File: config.mk
export PLATFORM = sky130hd
export DESIGN_NAME = ssa_fifo
export DESIGN_NICKNAME = d
export VERILOG_FILES = /design/src/hw/rtl/ssa_pkg.sv /design/src/hw/rtl/ssa_fifo.sv
export SDC_FILE = /design/constraint.sdc
export NUM_CORES = 1
export LEC_CHECK = 0
export BUFFER_PORTS_ARGS = -buffer_cell sky130_fd_sc_hd__buf_2
export CAP_MARGIN = 20
export CORE_MARGIN = 10
export CORE_UTILIZATION = 47
export DETAILED_ROUTE_END_ITERATION = 12
export PLACE_DENSITY = 0.76
export SLEW_MARGIN = 40
export SYNTH_ARGS = -nofsm -noshare
export SYNTH_HDL_FRONTEND = slang
export SYNTH_SLANG_ARGS = --single-unit
File: constraint.sdc
create_clock -name clk -period 7.1 [get_ports clk]
set_input_delay 1.065 -clock clk [delete_from_list [all_inputs] [get_ports clk]]
set_output_delay 1.065 -clock clk [all_outputs]
set_load 0.02 [all_outputs]
File: src/hw/rtl/ssa_pkg.sv
package ssa_pkg;

  localparam int SLOTS_DEFAULT = 256;

  typedef enum logic [2:0] {
    OP_ALLOC     = 3'd0,
    OP_RELEASE   = 3'd1,
    OP_ACQUIRE   = 3'd2,
    OP_DROP      = 3'd3,
    OP_LOOKUP    = 3'd4,
    OP_SCAN      = 3'd5,
    OP_SET_OWNER = 3'd6,
    OP_GET_OWNER = 3'd7
  } op_t;

  typedef enum logic [2:0] {
    ST_OK       = 3'd0,
    ST_RANGE    = 3'd1,
    ST_FULL     = 3'd2,
    ST_NOTUSED  = 3'd3,
    ST_OWNER    = 3'd4
  } status_t;

  typedef enum logic [1:0] {
    BK_CLEAR,
    BK_IDLE,
    BK_EVAL
  } back_state_t;

  localparam logic [0:0] REG_BASE_ID    = 1'b0;
  localparam logic [0:0] REG_SLOT_COUNT = 1'b1;

  // classified word handed from front to back
  typedef struct packed {
    op_t         op;
    logic        in_range;
    logic [15:0] off;
    logic [15:0] node_id;
    logic [15:0] requester;
    logic [31:0] payload;
    logic [15:0] base;
    logic [15:0] limit;
  } item_t;

  typedef struct packed {
    logic [15:0] refs;
    logic [15:0] owner;
    logic [31:0] payload;
  } slot_t;

endpackage

File: src/hw/rtl/ssa_fifo.sv
module ssa_fifo (
  input  logic            clk,
  input  logic            rst_n,
  input  logic            push,
  input  ssa_pkg::item_t  push_item,
  input  logic            pop,
  output ssa_pkg::item_t  head,
  output logic            empty,
  output logic            full
);

  ssa_pkg::item_t  buf_r [2];
  logic            wr_r, rd_r;
  logic [1:0]      cnt_r;

  assign empty = (cnt_r == 2'd0);
  assign full  = (cnt_r == 2'd2);
  assign head  = buf_r[rd_r];

  always_ff @(posedge clk) begin
    if (!rst_n) begin
      wr_r  <= 1'b0;
      rd_r  <= 1'b0;
      cnt_r <= 2'd0;
    end else begin
      if (push) begin
        wr_r <= ~wr_r;
      end
      if (pop) begin
        rd_r <= ~rd_r;
      end
      cnt_r <= cnt_r + {1'b0, push} - {1'b0, pop};
    end
    if (push) begin
      buf_r[wr_r] <= push_item;
    end
  end

endmodule

Yosys cells after proc, flatten, opt, wreduce, memory -nomap -nowiden
Memory sizes are Yosys's and may differ from the RTL's. A register that Yosys moved wholly into a read port is not among the register bits.
Cells that the tools add are included.
- add/sub/neg operators: 2
- mux-type cells: 4
- reductions and logical operators: 1
- equal/unequal tests: 1
- bitwise gates (word level): 2
- operators with widths (operator ; number):
    $mux W1 ; 4
    $add A2 B1 Y2 ; 1
    $eq A2 B2 Y1 const B ; 1
    $logic_not A2 Y1 ; 1
    $not A1 Y1 ; 2
    $sub A2 B1 Y2 ; 1
- memories: 1
- bits in registers: 4
- word-level logic and storage cells: 14
- RAM bits: 232
- output and inout port bits: 118
- input port bits: 120
- memory list (name ; depth ; width ; read ports ; clocked after memory_dff ; write ports ; RTL line ; RTL):
    buf_r ; 2 ; 116 ; 1 ; 1 ; 1 ; ssa_fifo.sv:12 ; ssa_pkg::item_t buf_r [2];

Depth between registers and ports, before layout
- depth after elaboration: 3
- gate-level depth with buffers: 6
- mapped depth without buffers: 6

Least setup slack after synthesis
No wires, ideal clock.
- kind: in2reg
- from: input push
- to: memory buf_r[0][0] in the netlist's numbering (enable)
- required time: 6.494 ns
- library setup time: 0.606 ns
- arrival: 6.132 ns
- stages: 1
- buffers on the path: 0
- slack: 0.362 ns
- cell sequence: nor2b_1
- longest elaborated chain between the ends: 2
- ends and longest elaborated chain (item ; RTL line ; RTL):
    from (decl) ; ssa_fifo.sv:4 ; input logic push,
    $mux W1 ; ssa_fifo.sv:34 ; if (push) begin
    $mux W1 (implied by the code) ; ssa_fifo.sv:35 ; buf_r[wr_r] <= push_item;
    to (decl) ; ssa_fifo.sv:12 ;
No other way between the ends.

==> summary.txt <==
Floorplanning
  • Core area: 18100 um2
  • Ports: 238
  • Starting Density: 0.482
  • Rows: 49
  • Die Width: 156 um
  • Die footprint: 24500 um2
  • Die Ht: 156 um

Synthesis
  • Synth Cell Area: 8750 um2
  • Seq/Total Area, Yosys: 0.808
  • Warnings from Yosys: 0
  • Post-synth cell types: 14
  • Synth top area cells: edfxtp_1 80%, mux2_2 9.8%, mux2_4 6.9%
  • Number of flops mapped to enable cells by yosys: 232
  • Synth area leader: edfxtp_1
  • Synth top cells by count: 232 x edfxtp_1, 76 x mux2_2, 40 x mux2_4
  • Yosys top cell area share: 0.796
  • Synth Flop Type: edfxtp_1
  • Avg Inst Size Synth: 22.9 um2
  • Async S/R FF share, synth: 0
  • Synth Register Bits: 237
  • Mapped Cells: 382
  • Syn Nets: 504
  • Count leader, synth: edfxtp_1

Pwr
  • Leakage: 0.00424 uW
  • Power Dens Cells: 297 nW/um2
  • Max VDD drop: 0.218 mV

Clock tree
  • H-Tree Depth: 1
  • Post-CTS Resized: 0
  • CTS tree: yes
  • Clock transition at the registers of the reported paths: 50 ps
  • Postcts setup bufs: 0
  • CTS sink count: 237
  • CTS hold repair buffers: 0
  • Root Buffer: clkbuf_16
  • CTS Buffer Depth: 3
  • Cts bufs inserted: 25
  • Later-pin clock latency in the skew report: 500 ps

Routing
  • Vias: 4408
  • Drt wl/cell: 20.3 um
  • DRT iter0 DRCs: 179
  • # DRC: 0
  • Final WL: 18.0 mm
  • Post-route antenna net violation count: 0
  • DRT Pass-1 Iters: 4
  • Vias per cell: 4.98

Timing
  • Fin worst setup slack: 3780 ps
  • Clock skew: 6.54 ps
  • Final slew viol count: 0
  • Final setup TNS: 0 ps
  • Worst relative slew slack: 0.479
  • Worst-Margin Slew: 781 ps
  • Final setup vio count: 0
  • Min Tclk post-route: 3320 ps
  • Max frequency: 301 MHz
  • Final cycle utilization of the critical path: 0.467
  • Final Hold Viols: 0
  • RSZ-0062 raised after global routing: no

Cells and area
  • Share of layout cells above drive strength 1: 0.609
  • P&R area growth vs syn: 25.6%
  • Net count, final: 760
  • Final Util: 0.606

Critical path
  • Worst R2R Path Depth: 2
  • Data required time of the critical path: 6030 ps
  • Critical Path, Cell by Cell: buf_6 -> mux2_2 -> buf_2
  • Worst Setup End Kind: output port
  • Largest stage delay, worst path: 570 ps
  • Critical-path top delay cell: buf_6
  • Reg2Reg Setup Slack: 5070 ps
  • CP Launch Type: flip-flop
  • FF-to-FF Start: wr_r$_SDFFE_PN0P_
  • Type of the worst setup path: reg2out
  • Worst R2R End: buf_r[1][12]$_DFFE_PP_
  • Critical path arrival: 2250 ps
  • Crit-path max FO: 59

GRT
  • Vias in the first global route: 4826
  • GRT Residual Overflow: 0
  • Initial antenna violation count: 2
  • GRT Overall Usage: 0.139
  • Largest net degree at the start of global routing: 80
  • First-pass GRT wire length: 26.8 mm

Placement
  • DP HPWL: 12.6 mm
  • Dpl ws: 3640 ps
  • I/O Buffers: 237
  • Routability congestion estimate: 0.760

Run status
  • Status: finished, final reports clean

Flow run
  • Max Cap Viol: 0

Min path
  • HP Class: reg2reg
  • Hold path depth: 2
  • Hold_sp: rd_r$_SDFFE_PN0P_
## metal layers
layer | GRT usage | vias to the layer above | part of all wire | routed length, um
li1 | - | 2040 | - | -
met1 | 0.161 | 2146 | 0.38 | 6910
met2 | 0.242 | 190 | 0.51 | 9150
met3 | 0.0488 | 30 | 0.087 | 1570
met4 | 0.0360 | 2 | 0.020 | 352
met5 | 0 | - | 0.00039 | 7
## worst max path at each step
stage                    from                     to  slack [ps]  depth (start not counted)
floorplan                push  buf_r[0][0]$_DFFE_PP_         360                          1
global placement    flip-flop               head[60]        3710                          3
detailed placement  flip-flop               head[71]        3640                          3
CTS                 flip-flop               head[71]        3100                          3
global route        flip-flop               head[38]        3660                          3
finish              flip-flop               head[58]        3780                          3
## metrics by stage
stage	total power (uW)	hold slack [ps]	cell area, um2	cells
4_1_cts	3310	586	11000	883
6_report	3270	579	11000	885
3_5_place_dp	2070	566	10200	839
3_3_place_gp	2050	557	10200	839
5_1_grt	3390	617	11000	884
2_1_floorplan	1930	555	8750	382
## worst max-delay path: cells and delay by family, from the launching register on
family | cells | cell delay (ps)
flops | 1 | 550
mux | 1 | 410
buf+inv | 2 | 730
## final cells by class
class	count	area, um2
diodes	1	2.50
clock buffers	32	682
clock inverters	12	111
fillers	1326	7160
inverters	2	7.51
multi-input cells	130	1580
flip-flops and latches	237	7070
well taps	229	287
repair buffers	242	1250
## kinds of logic (layout without fill, tap and decap cells)
group | Yosys count | after routing | share of synthesized area
buffers and inverters | 15 | 288 | 0.0126
XOR/XNOR | 2 | 2 | 0.00357
AND/OR/NAND/NOR | 9 | 9 | 0.00615
AO/OA/AOI/OAI | 1 | 1 | 0.000858
adder cells (fa/ha/maj) | 2 | 2 | 0.00286
multiplexers | 116 | 116 | 0.166
flip-flops | 237 | 237 | 0.808
other | 0 | 1 | 0
## cell usage in the layout (no fill, tap or decap), types with 2 or more instances in the layout
cell	count
and2_1	3
buf_2	237
buf_6	3
bufinv_16	2
clkbuf_1	4
clkbuf_16	25
clkbuf_8	3
clkinv_1	2
clkinv_2	7
dfxtp_1	4
edfxtp_1	232
ha_1	2
inv_1	2
mux2_2	76
mux2_4	40
nor2b_1	3
## sequential cells by signal, indices dropped and copies added (netlist names), named ones only
| name | count |
|---|---|
| buf_r | 232 |
| rd_r | 1 |
| cnt_r | 2 |
| wr_r | 1 |
## report_power, final
| group | switching (uW) | total [uW] | internal, uW |
|---|---|---|---|
| sequential | 23.8 | 1640 | 1620 |
| combinational | 223 | 389 | 166 |
| clock | 488 | 1240 | 748 |
| total | 735 | 3270 | 2530 |
Note: power is estimated with default switching activity, not from simulation.
