--- src/hw/rtl/ssa_pkg.sv ---
package ssa_pkg;

  localparam int SLOTS_DEFAULT = 256;

  typedef enum logic [2:0] {
    OP_ALLOC     = 3'd0,
    OP_RELEASE   = 3'd1,
    OP_ACQUIRE   = 3'd2,
    OP_DROP      = 3'd3,
    OP_LOOKUP    = 3'd4,
    OP_SCAN      = 3'd5,
    OP_SET_OWNER = 3'd6,
    OP_GET_OWNER = 3'd7
  } op_t;

  typedef enum logic [2:0] {
    ST_OK       = 3'd0,
    ST_RANGE    = 3'd1,
    ST_FULL     = 3'd2,
    ST_NOTUSED  = 3'd3,
    ST_OWNER    = 3'd4
  } status_t;

  typedef enum logic [1:0] {
    BK_CLEAR,
    BK_IDLE,
    BK_EVAL
  } back_state_t;

  localparam logic [0:0] REG_BASE_ID    = 1'b0;
  localparam logic [0:0] REG_SLOT_COUNT = 1'b1;

  // classified word handed from front to back
  typedef struct packed {
    op_t         op;
    logic        in_range;
    logic [15:0] off;
    logic [15:0] node_id;
    logic [15:0] requester;
    logic [31:0] payload;
    logic [15:0] base;
    logic [15:0] limit;
  } item_t;

  typedef struct packed {
    logic [15:0] refs;
    logic [15:0] owner;
    logic [31:0] payload;
  } slot_t;

endpackage

--- src/hw/rtl/ssa_front.sv ---
module ssa_front #(
  parameter int SLOTS = ssa_pkg::SLOTS_DEFAULT
) (
  input  logic                clk,
  input  logic                rst_n,
  input  logic                start,
  output logic                busy,
  input  logic [2:0]          in_op,
  input  logic [15:0]         in_node_id,
  input  logic [15:0]         in_requester,
  input  logic [31:0]         in_payload,
  input  logic [15:0]         base_id,
  input  logic [8:0]          slot_count,
  input  logic                fifo_full,
  input  logic                clearing,
  output logic                push,
  output ssa_pkg::item_t      push_item
);

  logic            valid_r, valid_nxt;
  ssa_pkg::item_t  item_r, item_nxt;
  logic            accept;
  logic [15:0]     limit;
  logic [15:0]     off;

  always_comb begin
    limit = ({7'd0, slot_count} > 16'(SLOTS)) ? 16'(SLOTS) : {7'd0, slot_count};
    off   = in_node_id - base_id;
    busy  = (valid_r & fifo_full) | clearing;
    push  = valid_r & ~fifo_full;
    accept = start & ~busy;
    valid_nxt = accept | (valid_r & fifo_full);
    item_nxt = item_r;
    if (accept) begin
      item_nxt.op        = ssa_pkg::op_t'(in_op);
      item_nxt.in_range  = (in_node_id >= base_id) && (off < limit);
      item_nxt.off       = off;
      item_nxt.node_id   = in_node_id;
      item_nxt.requester = in_requester;
      item_nxt.payload   = in_payload;
      item_nxt.base      = base_id;
      item_nxt.limit     = limit;
    end
  end

  assign push_item = item_r;

  always_ff @(posedge clk) begin
    if (!rst_n) begin
      valid_r <= 1'b0;
    end else begin
      valid_r <= valid_nxt;
    end
    item_r <= item_nxt;
  end

endmodule

--- config.mk ---
export PLATFORM = sky130hd
export DESIGN_NAME = ssa_front
export DESIGN_NICKNAME = d
export VERILOG_FILES = /design/src/hw/rtl/ssa_pkg.sv /design/src/hw/rtl/ssa_front.sv
export SDC_FILE = /design/constraint.sdc
export NUM_CORES = 1
export LEC_CHECK = 0
export BUFFER_PORTS_ARGS = -buffer_cell sky130_fd_sc_hd__buf_2
export CORE_MARGIN = 2
export CORE_UTILIZATION = 27
export CTS_BUF_LIST = sky130_fd_sc_hd__clkbuf_16
export CTS_CLUSTER_SIZE = 28
export DETAILED_ROUTE_END_ITERATION = 8
export PLACE_DENSITY = 0.62
export SYNTH_ARGS = -nofsm -noshare
export SYNTH_HDL_FRONTEND = slang
export SYNTH_SLANG_ARGS = --single-unit
export TNS_END_PERCENT = 10
--- constraint.sdc ---
create_clock -name clk -period 4.45 [get_ports clk]
set_input_delay 0.89 -clock clk [delete_from_list [all_inputs] [get_ports clk]]
set_output_delay 0.89 -clock clk [all_outputs]
set_load 0.02 [all_outputs]
# [Word-level counts from Yosys, hierarchy flattened]
# Index checks and enable logic that the tools add are counted.
[word_totals] in_bits=97 out_inout_bits=118 register_bits=117
[classes] reduce_logical=1 n_bitwise=7 n_mux=1 addsub=1 order_cmp=3
[ops] cell="16-bit >= comparator" n=1
[ops] cell="16-bit by 9-bit < comparator with 1-bit output" n=1
[ops] cell="16-bit subtractor" n=1
[ops] cell="9-bit > comparator, second input constant" n=1
[ops] cell="9-bit two-way mux" n=1
[ops] cell="1-bit AND" n=3
[ops] cell="1-bit inverter" n=2
[ops] cell="1-bit bitwise OR" n=2
[ops] cell="1-bit logical AND" n=1

# [Longest topological paths before layout]
[depth] depth_word=5 ltp_mapped=15 ltp_nobuf=15

# [Least setup slack after synthesis]
# No wires, ideal clock.
[synth_timing] kind="input to register" start="input port fifo_full" end="register item_r, in the netlist push_item[0], enable pin" slack_ps=372 t_required_ps=3968 stages=2 setup_time_ps=482 arrival_time_ps=3597 path_buffers=0 path_cell_list="a21oi_1 and2_1"
[synth_via] elab_chain_cells=4
[synth_lines] item="from (decl)" line_no="ssa_front.sv:14" source="input logic fifo_full,"
[synth_lines] item="1-bit AND" line_no="ssa_front.sv:29" source="busy = (valid_r & fifo_full) | clearing;"
[synth_lines] item="1-bit bitwise OR" line_no="ssa_front.sv:29"
[synth_lines] item="1-bit inverter" line_no="ssa_front.sv:31" source="accept = start & ~busy;"
[synth_lines] item="1-bit AND" line_no="ssa_front.sv:31"
[synth_lines] item="named net accept" line_no="ssa_front.sv:22" source="logic accept;"
[synth_lines] item="to (signal assigned)" line_no="ssa_front.sv:54" source="item_r <= item_nxt;"
[synth_lines] item="to (decl)" line_no="ssa_front.sv:21" source="ssa_pkg::item_t item_r, item_nxt;"
# The timed path passes the listed nets, and every way through them passes these cells.
# A chain may end at the register's enable or synchronous reset.

# [Final worst setup path]
[layout_timing] start="input port in_node_id[0]" end="register item_r, in the netlist push_item[112] (data pin)"
[layout_via] elab_chain_cells=3 word_cells_on_any_way=4
[layout_lines] item="from (decl)" line_no="ssa_front.sv:9" source="input logic [15:0] in_node_id,"
[layout_lines] item="16-bit subtractor" line_no="ssa_front.sv:28" source="off = in_node_id - base_id;"
[layout_lines] item="named net off[8]" line_no="ssa_front.sv:24" source="logic [15:0] off;"
[layout_lines] item="16-bit by 9-bit < comparator with 1-bit output" line_no="ssa_front.sv:36" source="item_nxt.in_range = (in_node_id >= base_id) && (off < limit);"
[layout_lines] item="1-bit logical AND" line_no="ssa_front.sv:36"
# The timed path passes the listed nets, and every way through them passes these cells.

==> metrics.md <==
| Metric | Value |
|---|---|
| Outcome | complete, no violations |
| Die H | between 100 and 150 um |
| Final period utilization | between 80% and 90% |
| Area Overhead vs Synth | 36.26% |
| Cell taking the most area after synthesis | edfxtp_1 |
| Pleak | between 0.002 and 0.003 uW |
| CP max stage cell | or3_1 |
| DR iter-0 viols | about 170 |
| Top Ports | roughly 220 |
| Final TNS setup | 0 ps |
| Avg WL per Cell | 15.64 um |
| Vias in the first global route | between 3,000 and 4,000 |
| Setup violators final | 0 |
| Via density | around 4.2 |
| Drt drc | 0 |
| Row cnt | between 40 and 50 |
| CP Cell Sequence | buf_2 -> inv_1 -> ha_1 -> fa_1 -> nor2b_4 -> o31a_1 -> o211ai_2 -> nand2_1 -> a21oi_1 -> xnor2_1 -> ha_1 -> inv_1 -> o22ai_1 -> or3_1 -> nor4_1 -> nor4b_2 |
| Final Hold Vio Count | 0 |
| CP Class | in2reg |
| TritonCTS clock tree | done |
| Post-synth top cells | edfxtp_1 (109), inv_1 (28), ha_1 (24) |
| Max-slew violation count | 0 |
| YS warnings | 0 |
| H-tree depth | 3 |
| Total number of vias | roughly 3,000 |
| Fraction of registers with async set/reset | 0% |
| Die X | roughly 130 um |
| Core footprint | ~0.016 mm^2 |
| Peak VDD IR | about 0.00017 V |
| Drt total wl | between 10,000 and 15,000 um |
| Post-place setup slack | roughly 530 ps |
| Slew HR | between 50% and 60% |
| Gr ovfl total | 0 |
| Share of cells above drive strength 1 | a little under half |
| Sequential area share after synthesis | approximately three quarters |
| Iteration count of the initial detailed-routing pass | 4 |
| Final Cell Area | roughly 0.006 mm^2 |
| # resized after CTS | 0 |
| CTS max path bufs | 2 |
| PD cells | between 300 and 400 mW/mm^2 |
| Post-Syn Instances | about 270 |
| Crit path arrival time | about 3800 ps |
| First-pass GRT wire length | about 17,000 um |
| Setup ws final | 881.2 ps |
| Synth top area share | ~74% |
| Synth Flop Type | edfxtp_1 |
| PortBufs | 207 |
| Power, Total | between 2000 and 2500 uW |
| Critical path launch point | in_node_id[0] |
| Crit path max fanout | 3 |
| Hold crit path type | reg2reg |
| CTS Hold Bufs | 0 |
| Setup Buffers After CTS | 0 |
| Final Skew | 5.909 ps |
| Largest net degree at the start of global routing | 57 |
| Hold path start | valid_r$_SDFF_PN0_ |
| Most frequent cell after synthesis | edfxtp_1 |
| DP Cell Count | between 600 and 700 |
| Max incr delay on CP | 380 ps |
| Cell Area, Synth | 0.004444 mm^2 |
| Storage cell area | roughly 0.0033 mm^2 |
| Final antenna-violating net count | 0 |
| Synthesized area per cell | 16.34 um^2 |
| Die area | between 0.015 and 0.02 mm^2 |
| Max cap viols | 0 |
| #FFs+latches synth | between 100 and 150 |
| Setup crit start kind | primary input |
| Yosys cell types | 45 |
| Clk_lat worst skew | between 300 and 400 ps |
| Min Tclk post-route | 3569 ps |
| Num CTS Buffers | 9 |
| Clock sink count | 110 |
| Worst EP required | roughly 4600 ps |
| Fillers | 1,572 |
| DP Area | 0.005739 mm^2 |
| Clock root cell | clkbuf_16 |
| HPWL after detailed placement | approximately 8700 um |
| Worst-Margin Slew | between 700 and 800 ps |
| Initial core utilization | roughly 28% |
| Layout Cells excl Fill | approximately 710 |
| Final RePlAce weighted congestion | 0.7893 |
| Initial antenna violation count | 2 |
| Max Fclk | roughly 0.28 GHz |
| EDFF count, synth | roughly 110 |
| Worst Setup End Kind | flop |
| Nets@finish | ~610 |
| Largest cells by area after synthesis | edfxtp_1 (74%), ha_1 (6.8%), inv_1 (2.4%) |
| CTS clk-pin slew, worst paths | around 80 ps |
| Area of the multi-input gates | 0.001011 mm^2 |
| Unrepaired setup endpoints after global routing | false |
| RR Startpoint | valid_r$_SDFF_PN0_ |
| Total GRT Usage | 12.81% |
==> critical path, delay by kind of cell <==
kind | cells | cell delay [ps]
buffers and inverters | 3 | 220
xor gates and xnor gates | 1 | 160
and+or+nand+nor | 5 | 910
AOI/OAI and AO/OA | 4 | 750
adders and majority gates | 3 | 820
==> registers in the layout, indices dropped and copies added, names as in the netlist <==
signal / count
push_item: 109
valid_r: 1
==> cells in the final DEF, fill, tap and decap left out, types with 2 or more instances in the layout <==
| cell | n |
|---|---|
| buf_2 | 207 |
| edfxtp_1 | 109 |
| inv_1 | 28 |
| ha_1 | 24 |
| nand2_1 | 12 |
| a21oi_1 | 12 |
| nor2_1 | 10 |
| clkbuf_16 | 9 |
| o21a_1 | 8 |
| xnor2_1 | 7 |
| conb_1 | 7 |
| a21o_1 | 4 |
| nor3_1 | 3 |
| a21oi_2 | 3 |
| o21ai_0 | 3 |
| xor2_1 | 3 |
| nor2b_1 | 3 |
| clkinv_8 | 3 |
| nor2b_4 | 2 |
| o31a_1 | 2 |
| or3_1 | 2 |
| a31oi_1 | 2 |
| o21ai_1 | 2 |
| o22ai_1 | 2 |
| inv_8 | 2 |
==> power by group <==
| group | internal [uW] | switching (uW) |
|---|---|---|
| clock | 406 | 418 |
| sequential | 1200 | 11.2 |
| combinational | 140 | 230 |
| total | 1750 | 659 |
==> per-stage QoR <==
| stage | hold slack, ps | utilization (%) |
|---|---|---|
| detailed placement | 536.3 | 35.87 |
| global route | 617.8 | 37.85 |
| CTS | 553.8 | 37.83 |
| finish | 553.3 | 37.85 |
| floorplan | 497.1 | - |
| global placement | 506.9 | 35.87 |
==> path summary, 6_finish.rpt <==
kind / slack (ps) / end / cells after the start
setup / recovery: 880 / push_item[112]$_DFFE_PP_ / 16
hold / removal: 550 / valid_r$_SDFF_PN0_ / 2
setup reg to reg: 2570 / push_item[33]$_DFFE_PP_ / 3
hold reg to reg: 550 / valid_r$_SDFF_PN0_ / 2
==> kinds of logic after synthesis <==
family          after synthesis  share of synthesized area [%]
xor+xnor                     10                          1.971
buf+inv                      37                          3.716
simple gates                 42                          5.406
flops                       110                          74.10
compound gates               47                          7.517
other cells                   1                        0.08438
fa+ha+maj                    25                          7.207
==> per-layer routing <==
layer,up-vias,global-route usage [%],routed length [um]
li1,1429,-,-
met2,131,23.23,5760
met4,2,5.795,276
met1,1437,13.50,4240
met3,18,4.152,833
met5,-,0,11
==> area by class of cell <==
type,count,share of cell area [%]
Antenna cell,1,0.04132
Timing Repair Buffer,208,17.44
Inverter,29,1.798
Tap cell,216,4.463
Clock inverter,7,1.467
Multi-Input combinational cell,131,16.69
Clock buffer,9,3.719
Sequential cell,110,54.38
Power figures use the tool's default switching activity.
